## config.mk

```make
export PLATFORM = sky130hd
export DESIGN_NAME = block_linear_convolution
export DESIGN_NICKNAME = d
export VERILOG_FILES = /design/src/blc_pkg.sv /design/src/blc_ram.sv /design/src/blc_mac.sv /design/src/block_linear_convolution.sv
export SDC_FILE = /design/constraint.sdc
export NUM_CORES = 2
export LEC_CHECK = 0
export BUFFER_PORTS_ARGS = -buffer_cell sky130_fd_sc_hd__buf_4
export CAP_MARGIN = 20
export CORE_MARGIN = 2
export CORE_UTILIZATION = 47
export DETAILED_ROUTE_END_ITERATION = 7
export PLACE_DENSITY_LB_ADDON = 0.2
export SKIP_CTS_REPAIR_TIMING = 1
export SLEW_MARGIN = 20
export SYNTH_ARGS = -nofsm -noshare
export SYNTH_HDL_FRONTEND = slang
export SYNTH_HIERARCHICAL = 1
export SYNTH_SLANG_ARGS = --single-unit
```

## constraint.sdc

```tcl
create_clock -name i_clk -period 12 [get_ports i_clk]
set_input_delay 1.8 -clock i_clk [delete_from_list [all_inputs] [get_ports i_clk]]
set_output_delay 1.8 -clock i_clk [all_outputs]
set_load 0.02 [all_outputs]
```

## src/blc_pkg.sv

```systemverilog
// Package for the block linear convolution engine.
// Holds the transaction payload types, the MAC control struct and the FSM states.
// No dependencies.
`timescale 1ns / 1ps

package blc_pkg;

    localparam int DATA_W = 16;
    localparam int PROD_W = 32;
    localparam int ACC_W  = 37;
    localparam int TC_W   = 6;
    localparam int IDX_W  = 5;
    localparam int RES_CAP = 32;
    localparam logic [TC_W-1:0] TC_RESET = 6'd32;

    localparam logic OP_SAMPLE = 1'b0;
    localparam logic OP_LOAD   = 1'b1;

    typedef struct packed {
        logic                     op;
        logic signed [DATA_W-1:0] sample_value;
        logic                     block_end;
        logic [IDX_W-1:0]         coef_index;
        logic signed [DATA_W-1:0] coef_value;
    } t_in;

    typedef struct packed {
        logic signed [ACC_W-1:0] conv_value;
        logic                    run_last;
    } t_out;

    typedef struct packed {
        logic clr;
        logic vld;
        logic last;
    } t_mac_ctl;

    typedef enum logic [1:0] {
        ST_IDLE,
        ST_RUN,
        ST_WAIT,
        ST_PUT
    } t_state;

endpackage

```

## src/blc_ram.sv

```systemverilog
// Generic single-write, single-read RAM with registered read data.
// Used for the coefficient store; no package dependency.
`timescale 1ns / 1ps

module blc_ram #(
    parameter int WIDTH = 16,
    parameter int DEPTH = 32,
    parameter int AW    = 5
) (
    input  logic             i_clk,
    input  logic             i_we,
    input  logic [AW-1:0]    i_waddr,
    input  logic [WIDTH-1:0] i_wdata,
    input  logic [AW-1:0]    i_raddr,
    output logic [WIDTH-1:0] o_rdata
);

    logic [WIDTH-1:0] r_mem [DEPTH];
    logic [WIDTH-1:0] r_rdata;

    always_ff @(posedge i_clk) begin
        if (i_we) begin
            r_mem[i_waddr] <= i_wdata;
        end
        r_rdata <= r_mem[i_raddr];
    end

    assign o_rdata = r_rdata;

endmodule

```

## src/blc_mac.sv

```systemverilog
// Shared multiply-accumulate unit: registered 16x16 product, then 37-bit accumulate.
// Depends on blc_pkg for widths and the control struct.
`timescale 1ns / 1ps

module blc_mac (
    input  logic                             i_clk,
    input  logic                             i_rst_n,
    input  blc_pkg::t_mac_ctl                i_ctl,
    input  logic signed [blc_pkg::DATA_W-1:0] i_coef,
    input  logic signed [blc_pkg::DATA_W-1:0] i_smp,
    output logic signed [blc_pkg::ACC_W-1:0]  o_acc,
    output logic                             o_done
);
    import blc_pkg::*;

    logic signed [PROD_W-1:0] r_prod;
    logic                     r_pv;
    logic                     r_pl;
    logic signed [ACC_W-1:0]  r_acc;
    logic                     r_done;

    always_ff @(posedge i_clk) begin
        r_prod <= i_coef * i_smp;
    end

    always_ff @(posedge i_clk) begin
        if (!i_rst_n || i_ctl.clr) begin
            r_pv   <= 1'b0;
            r_pl   <= 1'b0;
            r_done <= 1'b0;
        end else begin
            r_pv   <= i_ctl.vld;
            r_pl   <= i_ctl.last;
            r_done <= r_pl;
        end
    end

    always_ff @(posedge i_clk) begin
        if (i_ctl.clr) begin
            r_acc <= '0;
        end else if (r_pv) begin
            r_acc <= r_acc + {{(ACC_W-PROD_W){r_prod[PROD_W-1]}}, r_prod};
        end
    end

    assign o_acc  = r_acc;
    assign o_done = r_done;

endmodule

```

## src/block_linear_convolution.sv

```systemverilog
// A sample transaction gives its first result after the single shared MAC has stepped
// through all TAPS delay-line positions; each tail result repeats that walk. New input
// is stalled until the last result is handed to the output register; coefficient loads
// are taken in the idle state and do not stall the input.
// Reset (synchronous, active low) zeroes the delay line, sets tap_count to 32 and
// idles the sequencer; the coefficient store is not cleared.
`timescale 1ns / 1ps

module block_linear_convolution #(
    parameter int TAPS = 32
) (
    input  logic                     i_clk,
    input  logic                     i_rst_n,
    input  logic                     i_valid,
    output logic                     o_stall,
    input  blc_pkg::t_in             i_data,
    output logic                     o_valid,
    input  logic                     i_stall,
    output blc_pkg::t_out            o_data,
    input  logic                     i_cfg_we,
    input  logic [blc_pkg::TC_W-1:0] i_cfg_wdata
);
    import blc_pkg::*;

    localparam int AW   = (TAPS > 1) ? $clog2(TAPS) : 1;
    localparam int NMAX = (TAPS < RES_CAP) ? TAPS : RES_CAP;

    t_state r_state, n_state;

    logic [TC_W-1:0]         r_tap_count;
    logic [TC_W-1:0]         r_ntap;
    logic [AW-1:0]           r_cnt;
    logic [IDX_W-1:0]        r_k;
    logic                    r_blk;
    logic signed [DATA_W-1:0] r_dly [TAPS];
    logic signed [DATA_W-1:0] n_dly [TAPS];
    logic signed [DATA_W-1:0] r_smp;
    logic                    r_rv;
    logic                    r_rlast;
    logic                    r_ovld;
    t_out                    r_out;

    logic                    in_acc, is_smp, is_load, put_go, tail_more, run_end;
    logic                    mac_clr;
    logic [TC_W-1:0]         tc_min1, ntap_in;
    logic                    coef_we;
    logic [DATA_W-1:0]       coef_rdata;
    logic signed [ACC_W-1:0] mac_acc;
    logic                    mac_done;
    t_mac_ctl                mac_ctl;

    // active tap count: zero acts as one, saturate at min(TAPS, 32)
    assign tc_min1 = (r_tap_count == '0) ? TC_W'(1) : r_tap_count;
    assign ntap_in = (tc_min1 > TC_W'(NMAX)) ? TC_W'(NMAX) : tc_min1;

    assign run_end   = (r_cnt == AW'(TAPS - 1));
    assign tail_more = r_blk && ({1'b0, r_k} != (r_ntap - TC_W'(1)));

    // next state
    always_comb begin
        n_state = r_state;
        case (r_state)
            ST_IDLE: if (is_smp) n_state = ST_RUN;
            ST_RUN:  if (run_end) n_state = ST_WAIT;
            ST_WAIT: if (mac_done) n_state = ST_PUT;
            ST_PUT: begin
                if (put_go) n_state = tail_more ? ST_RUN : ST_IDLE;
            end
            default: n_state = ST_IDLE;
        endcase
    end

    // control outputs
    always_comb begin
        in_acc  = 1'b0;
        put_go  = 1'b0;
        o_stall = 1'b1;
        case (r_state)
            ST_IDLE: begin
                o_stall = 1'b0;
                in_acc  = i_valid;
            end
            ST_PUT:  put_go = !r_ovld || !i_stall;
            default: begin
                in_acc = 1'b0;
            end
        endcase
    end

    assign is_smp  = in_acc && (i_data.op == OP_SAMPLE);
    assign is_load = in_acc && (i_data.op == OP_LOAD);
    assign mac_clr = is_smp || (put_go && tail_more);
    assign coef_we = is_load && ({2'b00, i_data.coef_index} < 7'(TAPS));

    always_ff @(posedge i_clk) begin
        if (!i_rst_n) begin
            r_state     <= ST_IDLE;
            r_tap_count <= TC_RESET;
            r_ovld      <= 1'b0;
            r_rv        <= 1'b0;
            r_rlast     <= 1'b0;
        end else begin
            r_state <= n_state;
            if (i_cfg_we) r_tap_count <= i_cfg_wdata;
            if (put_go) begin
                r_ovld <= 1'b1;
            end else if (!i_stall) begin
                r_ovld <= 1'b0;
            end
            r_rv    <= (r_state == ST_RUN) && ({1'b0, 7'(r_cnt)} < {2'b00, r_ntap});
            r_rlast <= (r_state == ST_RUN) && run_end;
        end
    end

    always_ff @(posedge i_clk) begin
        if (is_smp) begin
            r_ntap <= ntap_in;
            r_blk  <= i_data.block_end;
            r_k    <= '0;
        end else if (put_go && tail_more) begin
            r_k <= r_k + IDX_W'(1);
        end
        if (is_smp || (put_go && tail_more)) begin
            r_cnt <= '0;
        end else if (r_state == ST_RUN) begin
            r_cnt <= r_cnt + AW'(1);
        end
        r_smp <= r_dly[0];
        if (put_go) begin
            r_out.conv_value <= mac_acc;
            r_out.run_last   <= r_blk && !tail_more;
        end
    end

    // delay line: shift (zero on tail), rotate on tap walk, clear at block end
    always_comb begin
        for (int i = 0; i < TAPS; i++) n_dly[i] = r_dly[i];
        if (is_smp || (put_go && tail_more)) begin
            for (int i = TAPS - 1; i > 0; i--) n_dly[i] = r_dly[i-1];
            n_dly[0] = is_smp ? i_data.sample_value : '0;
        end else if (r_state == ST_RUN) begin
            for (int i = 0; i < TAPS - 1; i++) n_dly[i] = r_dly[i+1];
            n_dly[TAPS-1] = r_dly[0];
        end else if (put_go && r_blk) begin
            for (int i = 0; i < TAPS; i++) n_dly[i] = '0;
        end
    end

    always_ff @(posedge i_clk) begin
        for (int i = 0; i < TAPS; i++) begin
            r_dly[i] <= i_rst_n ? n_dly[i] : '0;
        end
    end

    blc_ram #(
        .WIDTH(DATA_W),
        .DEPTH(TAPS),
        .AW   (AW)
    ) u_coef_ram (
        .i_clk  (i_clk),
        .i_we   (coef_we),
        .i_waddr(AW'(i_data.coef_index)),
        .i_wdata(i_data.coef_value),
        .i_raddr(r_cnt),
        .o_rdata(coef_rdata)
    );

    assign mac_ctl.clr  = mac_clr;
    assign mac_ctl.vld  = r_rv;
    assign mac_ctl.last = r_rlast;

    blc_mac u_mac (
        .i_clk  (i_clk),
        .i_rst_n(i_rst_n),
        .i_ctl  (mac_ctl),
        .i_coef (signed'(coef_rdata)),
        .i_smp  (r_smp),
        .o_acc  (mac_acc),
        .o_done (mac_done)
    );

    assign o_valid = r_ovld;
    assign o_data  = r_out;

`ifndef SYNTHESIS
    a_done_in_wait: assert property (@(posedge i_clk) disable iff (!i_rst_n)
        mac_done |-> (r_state == ST_WAIT))
        else $error("MAC done outside wait state");

    a_last_flag: assert property (@(posedge i_clk) disable iff (!i_rst_n)
        put_go |=> (o_data.run_last == $past(r_blk && !tail_more)))
        else $error("run_last does not match tail position");

    a_block_clear: assert property (@(posedge i_clk) disable iff (!i_rst_n)
        (put_go && r_blk && !tail_more) |=> (r_dly[0] == '0 && r_dly[TAPS-1] == '0))
        else $error("delay line not cleared after block");

    a_run_entry: assert property (@(posedge i_clk) disable iff (!i_rst_n)
        (r_state == ST_RUN && $past(r_state) != ST_RUN) |-> (r_cnt == '0))
        else $error("tap walk did not start at zero");
`endif

endmodule

```

==> out/qor.yml <==
run_status:
  status: "completed"
timing:
  relSlewSlack: 0.1060
  hold_viol_final: 0
  worst_pin_slew_ns: 1.341
  setup_slack_ns: 5.218
  fmax_ghz: 0.1474
  maxSlewViolCount: 0
  rsz0062_at_grt: "no"
  setup-violations-final: 0
  period_share: 0.5652
  period_needed_ns: 6.782
  tns_ns: 0
  fin_skew_ns: 0.02019
global_routing:
  grt_pass1_vias: 37990
  antenna_found_initial: 9
  grt_max_degree: 272
  grt_pass1_wl_mm: 209.1
  grt_remaining_overflow: 0
  grt_util_all_layers: 0.2038
power_and_ir_drop:
  ir_drop_v: 0.0003954
  powerDensity_nw_per_um2: 313.6
  p_total_uw: 20230
  p_leak_uw: 0.02287
final_layout:
  area.growth.synth_to_final_pct: 9.476
  drive_gt1_frac: 0.07220
  stdcell_count: 6820
  nets: 5521
  final_cell_area_um2: 64500
  nFillCells: 10780
yosys:
  synth_edf_count: 557
  avgSynthCellArea_um2: 11.29
  synthArstFlopShare: 0
  syn_nets: 5660
  synth_top_area_frac: 0.2839
  synthesis.area_um2: 58910
  synthTopCellsByArea: "edfxtp_1 (28%), dfxtp_1 (22%), fa_1 (8.9%), a32oi_1 (7.4%), mux2i_1 (4.7%)"
  ys_dominant_reg_cell: "dfxtp_1"
  yosysTopAreaCell: "edfxtp_1"
  yosysWarningCount: 6
  synth_seq_cells: 1194
  synthCells: 5216
  ys_seq_area_frac: 0.5004
  synth_cell_types: 86
setup_path:
  critical_path_class: "reg -> reg"
  cp_cell_sequence: "nand2_1, fa_1, fa_1, fa_1, fa_1, inv_1, fa_1, inv_1, fa_1, inv_1, ha_1, a211o_1, a211oi_1, a211oi_1, a211oi_1, o21bai_1, a21o_1, a21o_1, a21oi_1, xnor2_1"
  cp_max_fo: 16
  worst_ep_required_time_ns: 12.69
  end_kind: "flip-flop"
  cp_slowest_stage_delay_ns: 0.72
  start_kind: "flip-flop"
  r2r_slack_ns: 5.22
  cp.arrival_ns: 7.47
  slowest_stage: "dfxtp_1"
  crit_top_cell: "fa_1"
clocking:
  clock-sinks: 1194
  path_clk_slew_ns: 0.06
  cts_tree: "yes"
  cts.root.buffer_cell: "clkbuf_16"
  clk_latency_ns: 0.76
  cts_buffers: 132
  h-tree-depth: 4
  clk_path_buf_depth: 3
placement:
  dp_hpwl_mm: 78.16
  pre_cts_slack_ns: 5.164
  place.gp.congestion: 0.8390
  port-buffer-count: 89
  dp.cells: 6577
  place_area_um2: 60150
die:
  io_pins: 90
  core_um2: 124100
  die_h_um: 358.0
  die_w_um: 358.0
  initial_core_util: 0.4746
  dieArea_um2: 128200
  num_rows: 129
drt:
  finalWirelength_mm: 132.7
  drt_pre_antenna_iters: 6
  wl_per_cell_um: 19.45
  vias_per_cell: 5.780
  route.detailed.drc: 0
  drt-initial-drc-count: 3340
  ant_nets: 0
  vias: 39420
run:
  cap_violations: 0
hold_path:
  hold_class: "reg -> reg"
[cell type report]
| cell class | instances | area, um2 | share of cell area |
|---|---|---|---|
| flip-flops and latches | 1194 | 29480 | 0.4571 |
| repair buffers | 132 | 1142 | 0.01771 |
| clock inverters | 48 | 533.0 | 0.008264 |
| inverters | 327 | 1244 | 0.01928 |
| multi-input cells | 3290 | 26310 | 0.4079 |
| diodes | 3 | 7.507 | 0.0001164 |
| clock buffers | 189 | 3730 | 0.05783 |
| well taps | 1637 | 2048 | 0.03176 |
[power breakdown]
| part | internal (uW) | switching (uW) |
|---|---|---|
| registers | 4650 | 433 |
| logic | 4670 | 6530 |
| clock network | 2290 | 1660 |
| total | 11600 | 8620 |
[per-layer routing]
metal	global-route usage	up-vias	share of wire
met2	0.3175	939	0.45
met3	0.03786	178	0.058
met4	0.06268	2	0.022
met5	0	-	0.000098
met1	0.2890	19640	0.47
li1	-	18670	-
[cells by family after synthesis]
kind of cell	share of synthesized area
adder cells (fa/ha/maj)	0.1172
multiplexers	0.04768
AND/OR/NAND/NOR	0.08559
flip-flops	0.5004
buffers and inverters	0.05501
AO/OA/AOI/OAI	0.1834
XOR/XNOR	0.01079
[cell usage after synthesis, drive strengths merged, types with 64 or more instances]
cell type  number
a21boi        500
a21oi         141
a22oi          64
a32oi         496
and2          134
buf           142
clkbuf        263
dfxtp         637
edfxtp        557
fa            263
ha            131
inv           326
mux2i         278
nand2         688
nor2          121
[layout by cell type (no fill, tap or decap), types with 49 or more instances in the layout]
master,n
fa_1,263
a21boi_1,244
ha_1,130
a21boi_0,256
buf_4,120
nand2_1,686
and2_1,132
nor2_1,100
edfxtp_1,557
nand3_1,61
mux2i_1,278
clkbuf_16,134
a22oi_1,64
a21oi_1,140
inv_1,326
a32oi_1,496
dfxtp_1,636
o21ai_0,49
[state kept, by name (all words and copies together) (netlist names), 6 cells and up]
| register | cells |
|---|---|
| r_dly | 512 |
| u_coef_ram/r_mem | 512 |
| o_data | 38 |
| u_mac/o_acc | 37 |
| u_mac/r_prod | 32 |
| r_smp | 16 |
| u_coef_ram/o_rdata | 16 |
| r_ntap | 6 |
| r_tap_count | 6 |
[per-stage QoR]
step	hold slack, ns	utilization
global route	0.4385	0.5196
detailed placement	0.4130	0.4846
floorplan	0.3612	-
global placement	0.4084	0.4845
finish	0.4222	0.5196
CTS	0.4230	0.5189
[worst paths after layout]
kind | startpoint | endpoint | cells after the start
worst min register to register | r_rlast | u_mac/r_pl | 1
worst min-delay path | r_rlast | u_mac/r_pl | 1
worst max register to register | u_coef_ram/o_rdata[10] | u_mac/r_prod[30] | 20
worst max-delay path | u_coef_ram/o_rdata[10] | u_mac/r_prod[30] | 20
[worst max-delay path, delay by kind of cell, from the launching register on]
kind,cells,cell delay [ns]
adder cells (fa/ha/maj),7,3.50
AO/OA/AOI/OAI,8,2.02
flip-flops,1,0.72
AND/OR/NAND/NOR,1,0.18
buffers and inverters,3,0.15
XOR/XNOR,1,0.13
Power figures use the tool's default switching activity.
